File: src/hdl/evm_pkg.sv
`timescale 1ns / 1ps
`default_nettype none
// ----------------------------------------------------------------------------
// evm_pkg
// Types, widths and codes shared by the vote margin block.
// ----------------------------------------------------------------------------
package evm_pkg;

  localparam int POINT_W        = 10;
  localparam int CAT_W          = 4;
  localparam int WEIGHT_W       = 16;
  localparam int ACC_W          = 32;
  localparam int NCAT_W         = 5;
  localparam int MARGIN_W       = 17;
  localparam int MAX_CATEGORIES = 1 << CAT_W;
  localparam int TABLE_DEPTH    = (1 << POINT_W) * MAX_CATEGORIES;
  localparam int ADDR_W         = POINT_W + CAT_W;
  localparam int TOTAL_W        = ACC_W + CAT_W;
  localparam int STEP_W         = $clog2(MARGIN_W);
  localparam int PADDR_W        = 3;
  localparam int PDATA_W        = 32;

  localparam logic [MARGIN_W-1:0] ONE_FIXED = MARGIN_W'(1 << (MARGIN_W - 1));
  localparam logic [NCAT_W-1:0]   NCAT_MAX  = NCAT_W'(MAX_CATEGORIES);
  localparam logic [NCAT_W-1:0]   NCAT_RST  = NCAT_W'(2);

  localparam logic KIND_VOTE = 1'b0;
  localparam logic KIND_READ = 1'b1;

  localparam logic REG_NUM_CATEGORIES = 1'b0;

  typedef struct packed {
    logic                kind;
    logic [POINT_W-1:0]  point;
    logic [CAT_W-1:0]    category;
    logic [WEIGHT_W-1:0] weight;
  } in_word_t;

  typedef struct packed {
    logic [POINT_W-1:0]  point_out;
    logic [MARGIN_W-1:0] margin;
  } out_word_t;

  typedef struct packed {
    logic busy;
    logic done;
  } div_sts_t;

endpackage
`default_nettype wire

File: src/hdl/evm_div.sv
`timescale 1ns / 1ps
`default_nettype none
// ----------------------------------------------------------------------------
// evm_div
// Restoring divider, one quotient bit per cycle.
// Gives floor(dividend * 2^16 / divisor) for dividend <= divisor.
// ----------------------------------------------------------------------------
module evm_div (
  input  wire logic                         clk,
  input  wire logic                         rst,
  input  wire logic                         start,
  input  wire logic [evm_pkg::ACC_W-1:0]    dividend,
  input  wire logic [evm_pkg::TOTAL_W-1:0]  divisor,
  output      evm_pkg::div_sts_t            sts,
  output      logic [evm_pkg::MARGIN_W-1:0] quotient
);

  import evm_pkg::*;

  logic [TOTAL_W:0]   rem;
  logic [TOTAL_W-1:0] dvs;
  logic [STEP_W-1:0]  step;
  logic               busy;
  logic               done;
  logic [TOTAL_W:0]   diff;
  logic               ge;

  assign diff = rem - {1'b0, dvs};
  assign ge   = rem >= {1'b0, dvs};

  always_ff @(posedge clk) begin
    if (rst) begin
      busy <= 1'b0;
      done <= 1'b0;
    end else begin
      done <= 1'b0;
      if (start) begin
        busy <= 1'b1;
      end else if (busy && step == '0) begin
        busy <= 1'b0;
        done <= 1'b1;
      end
    end
  end

  always_ff @(posedge clk) begin
    if (start) begin
      rem      <= (TOTAL_W + 1)'(dividend);
      dvs      <= divisor;
      step     <= STEP_W'(MARGIN_W - 1);
      quotient <= '0;
    end else if (busy) begin
      rem      <= ge ? {diff[TOTAL_W-1:0], 1'b0} : {rem[TOTAL_W-1:0], 1'b0};
      quotient <= {quotient[MARGIN_W-2:0], ge};
      step     <= step - 1'b1;
    end
  end

  assign sts.busy = busy;
  assign sts.done = done;

endmodule
`default_nettype wire

File: config.mk
export PLATFORM = sky130hd
export DESIGN_NAME = evm_div
export DESIGN_NICKNAME = d
export VERILOG_FILES = /design/src/hdl/evm_pkg.sv /design/src/hdl/evm_div.sv
export SDC_FILE = /design/constraint.sdc
export NUM_CORES = 1
export LEC_CHECK = 0
export BUFFER_PORTS_ARGS = -buffer_cell sky130_fd_sc_hd__buf_2
export CAP_MARGIN = 20
export CORE_ASPECT_RATIO = 1.1
export CORE_MARGIN = 2
export CORE_UTILIZATION = 40
export DETAILED_ROUTE_END_ITERATION = 16
export PLACE_DENSITY_LB_ADDON = 0.25
export SYNTH_ARGS = -nofsm -noshare
export SYNTH_HDL_FRONTEND = slang
export SYNTH_SLANG_ARGS = --single-unit
export TNS_END_PERCENT = 5
File: constraint.sdc
create_clock -name clk -period 3.3 [get_ports clk]
set_input_delay 0.33 -clock clk [delete_from_list [all_inputs] [get_ports clk]]
set_output_delay 0.33 -clock clk [all_outputs]
set_load 0.02 [all_outputs]
# --- Word-level counts from Yosys, hierarchy flattened ---
# Index checks and enable logic that the tools add are counted.
classes:
  n_addsub: 2
  magnitude_cmp: 1
  mux: 6
  reduce_logical: 5
ops:
  columns: ["cell", "n"]
  rows:
  - ["$mux W32", 2]
  - ["$ge A37 B36 Y1", 1]
  - ["$mux W37", 1]
  - ["$sub A36 B36 Y36", 1]
  - ["$logic_not A5 Y1", 1]
  - ["$sub A5 B1 Y5 const B", 1]
  - ["$reduce_bool A2 Y1", 2]
  - ["$mux W1", 3]
  - ["$reduce_or A2 Y1", 1]
  - ["$logic_and A1 B1 Y1", 1]
word_totals:
  reg_bits: 97
  output_inout_bits: 19
  wordCells: 21

# --- Logic depth before layout (Yosys ltp) ---
# Gate-level depths: netlist (run 1).
depth:
  depth_word: 4
  mapped_depth: 13

# --- Worst setup path before layout (run 1) ---
# No wires, ideal clock.
synth_timing:
  path_type: "flip-flop to flip-flop"
  start: "register rem[14]"
  end: "register rem[27] (data pin)"
  setup_time_ns: 0.268
  arrival_time_ns: 2.478
  required_time_ns: 3.032
  path_slack_ns: 0.554
  path_stages_with_launch: 12
  n_path_buf: 2
  path_cell_list: "edfxtp_1 -> ha_1 -> nand2_2 -> or3_1 -> or3_1 -> o31ai_2 -> o21bai_2 -> a21oi_4 -> buf_6 -> buf_6 -> a22oi_1 -> o31ai_1"
synth_via:
  elab_chain_len: 4
synth_lines:
  columns: ["item", "line_no", "text"]
  rows:
  - ["start, declared", "evm_div.sv:20", "logic [TOTAL_W:0] rem;"]
  - ["start signal, assigned", "evm_div.sv:48", "rem <= (TOTAL_W + 1)'(dividend);"]
  - ["start signal, assigned", "evm_div.sv:53", "rem <= ge ? {diff[TOTAL_W-1:0], 1'b0} : {rem[TOTAL_W-1:0], 1'b0};"]
  - ["$sub A36 B36 Y36 / $ge A37 B36 Y1 (equally long branches)", "evm_div.sv:28, evm_div.sv:29", null]
  - ["$mux W37 *", "evm_div.sv:53", null]
  - ["$mux W32 *", "evm_div.sv:52", "end else if (busy) begin"]
  - ["$mux W32 *", "evm_div.sv:47", "if (start) begin"]
# Mark *: on every way between the ends. The rest lies on a longest branch, timed or not. The select of a mux whose other input is x is not followed.
# A chain may end at the register's enable or synchronous reset.

# --- Worst setup path in the final report (run 1) ---
layout_timing:
  start: "register rem[14]"
  end: "register rem[16] (data pin)"
# Same word-level chain as after synthesis.

==> run metrics, run 1 <==
latest clock arrival within the worst-skew pair around 0.36 ns; cell row count 47; Clock power frac around 28%; drt total wl about 14000 microns; n_diodes 0; max cap viols 0; starting DRC count in detailed routing approximately 250; min Tclk post-route a little over 3 ns; Die ar. 16300 sq um; DRT Pass-1 Iters 5; most common cell after layout, fill and taps aside buf_2; Cell Pwr Density 552 nW/um^2; Final Max Tran Viols 0; Netlist cell types between 60 and 70; Ys Warns 0; drt wl/cell approximately 16 microns; port bufs between 80 and 90; die width around 120 microns; placed insts roughly 890; CTS Buffer Depth 2; Crit Path Max Fanout 8; Worst setup SP type register; Reg power frac between 30% and 40%; fin crit share roughly 93%; core footprint between 10000 and 15000 sq um; initial core utilization 40.9%; Sink Count 97; CP Capture Type register; Sw Ratio between 30 and 40%; Via Count 4968; Worst Path Required roughly 3.4 ns; Post-Syn Area per Cell 9.80 sq um; hold path depth 1; Post-synth EDFFs 68; Sum Neg Setup Slack 0 ns; VDD IR max between 200 and 300 uV; setup violators final 0; Worst EP arrival 3.19 ns; Peak Freq 325 MHz; synth-to-layout area growth 16.1%; Worst slew margin between 50% and 60%; layout cell share with drive strength beyond 1 18.4%; Logic pwr share 33.9%; Final Non-Filler Cells roughly 910; vias per std cell around 5.5; hold crit path type input port to register; Routed Antenna Nets 0; Fin. Hold Viols 0; Die Y 134 microns; first-pass GRT wire length 23400 microns; largest net degree at the start of global routing around 150; Top Ports 90; Tightest Pin Transition about 0.74 ns; reg2reg path depth 10; CP Class register to register; post-synthesis register bit count 97; top_reg_cell synth edfxtp_1; status complete, no violations; total CTS buffers 9; sequential element share of the synthesized area approximately 43%; Clock Skew between 0.01 and 0.015 ns; Psw 1.33 mW; number of global-route vias before repair 4838; root buf cell clkbuf_16; commonest cells after routing, fill and taps aside buf_2, edfxtp_1, inv_1, nor2_1, nand2_1; syn_nets between 700 and 800; hpwl dp between 10000 and 15000 microns; NumNets Final between 800 and 900; initial antenna violation count 0; All-Layer GR Usage between 10% and 20%; utilization after layout a little under half; asr flop ratio synth 0%; remaining global-route overflow 0; DRC viols 0; leakage slightly above 3 nW; Pwr Total between 3 and 4 mW; htree depth 3; Internal ~2.6 mW; clock-pin slew on the worst setup and hold paths ~0.07 ns; CTS tree built; cts hold-fix bufs 0; Mapped Area roughly 6100 sq um; Syn Inst Count about 630; GP Congestion 0.874; RSZ-0062 raised after global routing false
## cell usage after synthesis (all sizes together) (14+ instances only)
master	count	area, sq um
edfxtp	68	2040
o21ai	32	160
xor2	18	158
clkbuf	22	82.6
a21o	21	158
xnor2	14	123
dfxtp	29	581
o311ai	18	158
inv	45	169
nand2	42	160
mux2i	21	210
a21oi	31	170
nor2	45	169
nor2b	21	131
ha	37	463
nand3b	16	120
## power groups by stage
stage                     clock network, mW  logic [mW]  registers (mW)
after floorplan                           0       0.991            1.52
after global placement                    0        1.28            1.53
after detailed placement                  0        1.30            1.53
after CTS                              1.13        1.31            1.51
after global routing                   1.17        1.48            1.52
final                                  1.09        1.33            1.51
## area by class of cell
type / instances / area (sq um)
repair buffers: 103 / 578
multi-input cells: 452 / 3200
clock buffers: 9 / 225
clock inverters: 7 / 82.6
flip-flops and latches: 97 / 2620
inverters: 45 / 169
fillers: 1427 / 7880
well taps: 196 / 245
## metal layers
metal / wire, microns / GRT usage, %
met1: 6450 / 23.2
met2: 6750 / 29.2
met3: 740 / 3.70
met4: 247 / 7.15
met5: 0 / 0
## final timing paths
kind / startpoint / to / slack [ns]
worst max-delay path: rem[14] / rem[16] / 0.23
worst min-delay path: divisor[29] / dvs[29] / 0.14
worst max register to register: rem[14] / rem[16] / 0.23
worst min register to register: step[4] / done / 0.48
## through the flow
stage / hold WS [ns] / worst slack, ns / instance area [sq um]
2_1_floorplan: 0.407 / 0.554 / 6130
3_3_place_gp: 0.453 / 0.200 / 6770
3_5_place_dp: 0.460 / 0.110 / 6770
4_1_cts: 0.129 / 0.0854 / 7080
5_1_grt: 0.132 / 0.0270 / 7120
6_report: 0.141 / 0.226 / 7120
## registers in the layout, summed over array words and instances, names as in the netlist
register  cells
busy          1
done          1
dvs          36
quotient     17
rem          37
step          5
## critical path: stages, from the launching register on
cell and delay, ns:
edfxtp_1 0.40, ha_1 0.42, nand2_2 0.11, or3_1 0.37, or3_1 0.41, o31ai_2 0.21
o21bai_2 0.19, a21oi_4 0.07, buf_4 0.19, buf_4 0.16, a221o_1 0.29
## cell families (layout without fill, tap and decap cells)
family | Yosys count | after routing | synth area share [%]
adders and majority gates | 38 | 38 | 7.88
and+or+nand+nor | 191 | 191 | 16.3
muxes | 23 | 23 | 3.80
buffers and inverters | 77 | 164 | 5.24
xor gates and xnor gates | 32 | 32 | 4.57
AOI/OAI and AO/OA | 168 | 168 | 19.4
DFF | 97 | 97 | 42.8
## timing repair
action,4_1_cts,5_1_grt
setup buffers,0,4
gates resized for setup,0,2
setup endpoints to repair,0,16
(Power assumes the default switching activity.)
==> inputs of run 2 (changes only) <==
--- a/config.mk
+++ b/config.mk
@@ -7,7 +7,6 @@
 export LEC_CHECK = 0
 export BUFFER_PORTS_ARGS = -buffer_cell sky130_fd_sc_hd__buf_2
 export CAP_MARGIN = 20
-export CORE_ASPECT_RATIO = 1.1
 export CORE_MARGIN = 2
 export CORE_UTILIZATION = 40
 export DETAILED_ROUTE_END_ITERATION = 16
==> run metrics, run 2 (synthesis gave the netlist of run 1 again) <==
Crit Path Max Fanout 19 (was 8); htree depth 3 (unchanged); CP Capture Type register (unchanged); Via Count 4973 (was 4968); remaining global-route overflow 0 (unchanged); leakage 3.03 nW (was 3.04 nW); max cap viols 0 (unchanged); Routed Antenna Nets 0 (unchanged); hold_sp divisor[13] (was divisor[29]); VDD IR max 263 uV (was 271 uV); Peak Freq 325 MHz (about the same); commonest cells after routing, fill and taps aside buf_2, edfxtp_1, inv_1, nor2_1, nand2_1 (unchanged); hold path depth 1 (unchanged); number of global-route vias before repair 4875 (was 4838); hpwl dp 10500 microns (was 10300 microns); critical path's top delay family simple AND/OR/NAND/NOR gates (unchanged); initial core utilization 40.6% (was 40.9%); R2R setup slack 0.22 ns (was 0.23 ns); setup violators final 0 (unchanged); crit path buf inv count 2 (unchanged); Final Non-Filler Cells 899 (was 909); Die Y 128 microns (was 134 microns); starting DRC count in detailed routing 311 (was 248); synth-to-layout area growth 15.5% (was 16.1%); crit-path max cell delay 0.40 ns (was 0.42 ns); port bufs 89 (unchanged); NumNets Final 815 (was 817); Die ar. 16300 sq um (about the same); vias per std cell 5.53 (was 5.47); n_diodes 0 (unchanged); CTS tree built (unchanged); hold crit path type input port to register (unchanged); latest clock arrival within the worst-skew pair 0.36 ns (about the same); drt total wl 14100 microns (was 14200 microns); Top Ports 90 (unchanged); Sink Count 97 (unchanged); All-Layer GR Usage 17.5% (was 17.9%); Worst path slowest cell edfxtp_1 (was ha_1); worst reg2reg endpoint rem[16] (unchanged); cts hold-fix bufs 0 (unchanged); Tightest Pin Transition 0.636 ns (was 0.737 ns); Worst slew margin 57.6% (was 50.8%); first-pass GRT wire length 23000 microns (was 23400 microns); Pwr Total 3.90 mW (was 3.93 mW); RSZ-0062 raised after global routing false (unchanged); initial antenna violation count 0 (unchanged); placed insts 882 (was 889); Placement Setup Slack 0.0447 ns (was 0.110 ns); min Tclk post-route 3.08 ns (was 3.07 ns); die width 128 microns (was 122 microns); worst-path cell chain ha_2 > nand2_2 > or3_1 > or3_1 > o31ai_2 > o21bai_2 > a21oi_4 > buf_12 > buf_4 > a221o_1 (was ha_1 > nand2_2 > or3_1 > or3_1 > o31ai_2 > o21bai_2 > a21oi_4 > buf_4 > buf_4 > a221o_1); DRC viols 0 (unchanged); Largest Register rem (unchanged); Fin. Hold Viols 0 (unchanged); status complete, no violations (unchanged); worst hold slack 0.144 ns (was 0.141 ns); drt wl/cell 15.7 microns (was 15.6 microns); core footprint 15100 sq um (was 15000 sq um); clock-pin slew on the worst setup and hold paths 0.07 ns (about the same); max reg flops 37 (unchanged); Worst Hold End dvs[13] (was dvs[29]); cell row count 45 (was 47); Clock Skew 0.00867 ns (was 0.0101 ns); Worst EP arrival 3.18 ns (was 3.19 ns); layout cell share with drive strength beyond 1 17.9% (was 18.4%); total CTS buffers 9 (unchanged); Worst setup SP type register (unchanged); launch point of the worst reg-to-reg path rem[13] (was rem[14]); Final WS setup 0.222 ns (was 0.226 ns); most common cell after layout, fill and taps aside buf_2 (unchanged); CP Class register to register (unchanged); largest net degree at the start of global routing 69 (was 151); CTS Buffer Depth 2 (unchanged); top flop regs rem: 37 flops, dvs: 36 flops, quotient: 17 flops (unchanged); reg2reg path depth 10 (unchanged); CP most frequent cell or3_1; fin crit share 93.3% (was 93.2%); GP Congestion 0.896 (was 0.874); Worst Path Required 3.40 ns (was 3.41 ns); root buf cell clkbuf_16 (unchanged); Sum Neg Setup Slack 0 ns (unchanged); Final Max Tran Viols 0 (unchanged); DRT Pass-1 Iters 5 (unchanged); Cell Pwr Density 550 nW/um^2 (was 552 nW/um^2)
run 2: changes by cell type in the layout (fill, tap and decap cells not counted), moves of 2 or more:
cell	previous run	this run
ha_1	37	35
inv_6	3	1
buf_4	13	11
clkbuf_16	9	11
clkbuf_1	0	2
ha_2	0	2
run 2: what timing repair did:
| item | 4_1_cts | 5_1_grt |
|---|---|---|
| setup buffers | 0 | 1 |
| gates resized for setup | 0 | 3 |
| setup endpoints to repair | 0 | 33 |
run 2: how the worst max path moves through the flow:
stage,depth (start not counted),slack (ns),startpoint,end
2_1_floorplan,11,0.55,rem[14],rem[27]
3_3_place_gp,9,0.17,rem[6],rem[7]
3_5_place_dp,9,0.04,rem[6],rem[11]
4_1_cts,9,0.02,rem[6],rem[11]
5_1_grt,10,0.01,rem[14],rem[12]
6_report,10,0.22,rem[13],rem[16]
run 2: where the power goes:
group          switching [mW]  internal, mW
Clock                   0.458         0.606
Sequential             0.0626          1.45
Combinational           0.769         0.554
Total                    1.29          2.61
run 2: layout make-up:
class,instances,area [sq um]
Timing Repair Buffer,101,563
Clock buffer,13,283
Sequential cell,97,2620
Multi-Input combinational cell,452,3190
Fill cell,1442,8000
Tap cell,188,235
Inverter,45,169
Clock inverter,3,20.0
run 2: metrics by stage:
step / utilization (%) / area (sq um)
floorplan: - / 6130
global placement: 44.8 / 6760
detailed placement: 44.8 / 6760
CTS: 46.8 / 7060
global route: 47.0 / 7090
finish: 47.0 / 7090
run 2: routing by layer:
metal,part of all wire (%),vias to the layer above,wire (microns),track usage (%)
li1,-,2493,-,-
met1,47,2364,6580,22.1
met2,47,104,6600,28.9
met3,5.0,12,701,4.59
met4,1.5,0,213,6.53
met5,0,-,0,0
==> inputs of run 3 (changes only) <==
--- a/config.mk
+++ b/config.mk
@@ -5,11 +5,13 @@
 export SDC_FILE = /design/constraint.sdc
 export NUM_CORES = 1
 export LEC_CHECK = 0
+export ABC_AREA = 1
 export BUFFER_PORTS_ARGS = -buffer_cell sky130_fd_sc_hd__buf_2
 export CAP_MARGIN = 20
 export CORE_MARGIN = 2
 export CORE_UTILIZATION = 40
 export DETAILED_ROUTE_END_ITERATION = 16
+export HOLD_SLACK_MARGIN = 0.02
 export PLACE_DENSITY_LB_ADDON = 0.25
 export SYNTH_ARGS = -nofsm -noshare
 export SYNTH_HDL_FRONTEND = slang
==> run metrics, run 3 <==
status complete, no violations (unchanged); Psw 1.41 mW (was 1.29 mW); port bufs 89 (unchanged); fin crit share 79.4% (was 93.3%); Worst Path Required 3.42 ns (was 3.40 ns); CTS Buffer Depth 2 (unchanged); Netlist cell types 40 (was 66); latest clock arrival within the worst-skew pair 0.37 ns (was 0.36 ns); VDD IR max 364 uV (was 263 uV); sequential element share of the synthesized area 39.6% (was 42.8%); first-pass GRT wire length 26400 microns (was 23000 microns); Ys Warns 0 (unchanged); layout cell share with drive strength beyond 1 14.6% (was 17.9%); Crit Path Max Fanout 24 (was 19); Clock Skew 0.0148 ns (was 0.00867 ns); Cell Pwr Density 508 nW/um^2 (was 550 nW/um^2); Via Count 5672 (was 4973); DRC viols 0 (unchanged); top_reg_cell synth edfxtp_1 (unchanged); Peak Freq 382 MHz (was 325 MHz); CTS tree built (unchanged); top flop regs rem: 37 flops, dvs: 36 flops, quotient: 17 flops (unchanged); syn_nets 1027 (was 735); Die ar. 17600 sq um (was 16300 sq um); Internal 2.44 mW (was 2.61 mW); root buf cell clkbuf_16 (unchanged); Worst path slowest cell edfxtp_1 (unchanged); Top Ports 90 (unchanged); Final Non-Filler Cells 1228 (was 899); hpwl dp 12200 microns (was 10500 microns); starting DRC count in detailed routing 224 (was 311); worst-path cell chain ha_1 > nand2_2 > inv_2 > a21oi_1 > nand2_1 > a21oi_1 > nand4_1 > buf_4 > or2_2 > nand3_1 > nand2_1 (was ha_2 > nand2_2 > or3_1 > or3_1 > o31ai_2 > o21bai_2 > a21oi_4 > buf_12 > buf_4 > a221o_1); post-cts repair resize count 0 (unchanged); DRT Pass-1 Iters 4 (was 5); Largest Register rem (unchanged); critical path's top delay family simple AND/OR/NAND/NOR gates (unchanged); cell row count 47 (was 45); CP Capture Type register (unchanged); Logic pwr share 32.7% (was 34.0%); Reg power frac 38.4% (was 38.7%); drt total wl 15600 microns (was 14100 microns); leakage 3.78 nW (was 3.03 nW); Worst slew margin 39.9% (was 57.6%); All-Layer GR Usage 18.6% (was 17.5%); Final Max Tran Viols 0 (unchanged); min Tclk post-route 2.62 ns (was 3.08 ns); setup violators final 0 (unchanged); Sum Neg Setup Slack 0 ns (unchanged); placed insts 1212 (was 882); top area cells in the synthesized netlist edfxtp_1, nand2_1, inv_1 (was edfxtp_1, dfxtp_1, ha_1); Filler Cell Count 1736 (was 1442); synth-to-layout area growth 14.4% (was 15.5%); remaining global-route overflow 0 (unchanged); GP Congestion 0.856 (was 0.896); total CTS buffers 9 (unchanged); Die Y 133 microns (was 128 microns); Fin. Hold Viols 0 (unchanged); Worst EP arrival 2.74 ns (was 3.18 ns); commonest cells after routing, fill and taps aside nand2_1, inv_1, buf_2 (was buf_2, edfxtp_1, inv_1, nor2_1, nand2_1); Tightest Pin Transition 0.900 ns (was 0.636 ns); htree depth 3 (unchanged); Post-CTS Repair Setup Buffers 0 (unchanged); largest net degree at the start of global routing 54 (was 69); hold crit path type input port to register (unchanged); most common cell after layout, fill and taps aside nand2_1 (was buf_2); asr flop ratio synth 0% (unchanged); post-synthesis register bit count 97 (unchanged); Post-Syn Area per Cell 7.21 sq um (was 9.80 sq um); cell with the most instances after synthesis nand2_1 (was edfxtp_1); core footprint 16400 sq um (was 15100 sq um); Syn Inst Count 918 (was 626); Mapped Area 6620 sq um (was 6130 sq um); worst hold slack 0.125 ns (was 0.144 ns); CP Class register to register (unchanged); Sink Count 97 (unchanged); drt wl/cell 12.7 microns (was 15.7 microns); Final WS setup 0.680 ns (was 0.222 ns); NumNets Final 1112 (was 815); max cap viols 0 (unchanged); Placement Setup Slack 0.695 ns (was 0.0447 ns); number of global-route vias before repair 5640 (was 4875); vias per std cell 4.62 (was 5.53); cts hold-fix bufs 0 (unchanged); initial core utilization 40.4% (was 40.6%); die width 133 microns (was 128 microns); Yosys top cell area share 30.8% (was 33.3%); crit path buf inv count 2 (unchanged); Clock power frac 28.9% (was 27.3%); n_diodes 0 (unchanged); max reg flops 37 (unchanged); crit-path max cell delay 0.39 ns (was 0.40 ns); most instantiated cells after synthesis nand2_1, inv_1, nor2_1 (was edfxtp_1, inv_1, nor2_1); RSZ-0062 raised after global routing false (unchanged); Worst setup SP type register (unchanged); Sw Ratio 36.7% (was 33.1%); Routed Antenna Nets 0 (unchanged); post-synth top area cell edfxtp_1 (unchanged); initial antenna violation count 0 (unchanged); Post-synth EDFFs 68 (unchanged); clock-pin slew on the worst setup and hold paths 0.09 ns (was 0.07 ns)
==> run 3: cell types whose count changed after synthesis, moves of 25 or more <==
cell / delta
nand2_1: +269
nor2_1: +25
nand3_1: +31
inv_1: +111
==> run 3: final timing paths <==
kind / endpoint / startpoint / cells past startpoint / slack (ns)
max: rem[24] / rem[28] / 11 / 0.68
min: done / rst / 2 / 0.12
max reg2reg: rem[24] / rem[28] / 11 / 0.68
min reg2reg: quotient[16] / quotient[16] / 2 / 0.46
==> run 3: layer usage <==
layer	vias up	part of all wire (%)	global-route usage [%]
li1	3075	-	-
met1	2497	50	24.6
met2	88	46	31.5
met3	12	3.5	3.41
met4	0	1.0	4.72
met5	-	0	0
==> run 3: cell type report <==
cell class	instances	area, sq um	area share, %
Sequential cell	97	2620	34.6
Tap cell	220	275	3.63
Inverter	166	623	8.23
Clock inverter	7	93.8	1.24
Timing Repair Buffer	94	498	6.57
Clock buffer	9	225	2.97
Multi-Input combinational cell	635	3240	42.7
==> run 3: cell families (layout without fill, tap and decap cells) <==
logic type	after synthesis	after routing	share of synthesized area, %
xor+xnor	20	20	2.65
fa+ha+maj	38	38	7.29
buf+inv	186	276	11.5
flops	97	97	39.6
compound gates	101	101	8.67
simple gates	476	476	30.3
==> run 3: power by group through the flow <==
stage               Sequential, mW  Combinational, mW  Clock (mW)
global route                  1.49               1.45        1.19
floorplan                     1.49              0.975           0
CTS                           1.48               1.27        1.16
detailed placement            1.50               1.26           0
global placement              1.50               1.26           0
finish                        1.48               1.26        1.11
==> run 3: per-stage QoR <==
stage	total power, mW	instance area (sq um)	utilization [%]
3_5_place_dp	2.77	7260	44.2
5_1_grt	4.13	7570	46.2
3_3_place_gp	2.76	7260	44.2
2_1_floorplan	2.46	6620	-
6_report	3.85	7570	46.2
4_1_cts	3.91	7570	46.2
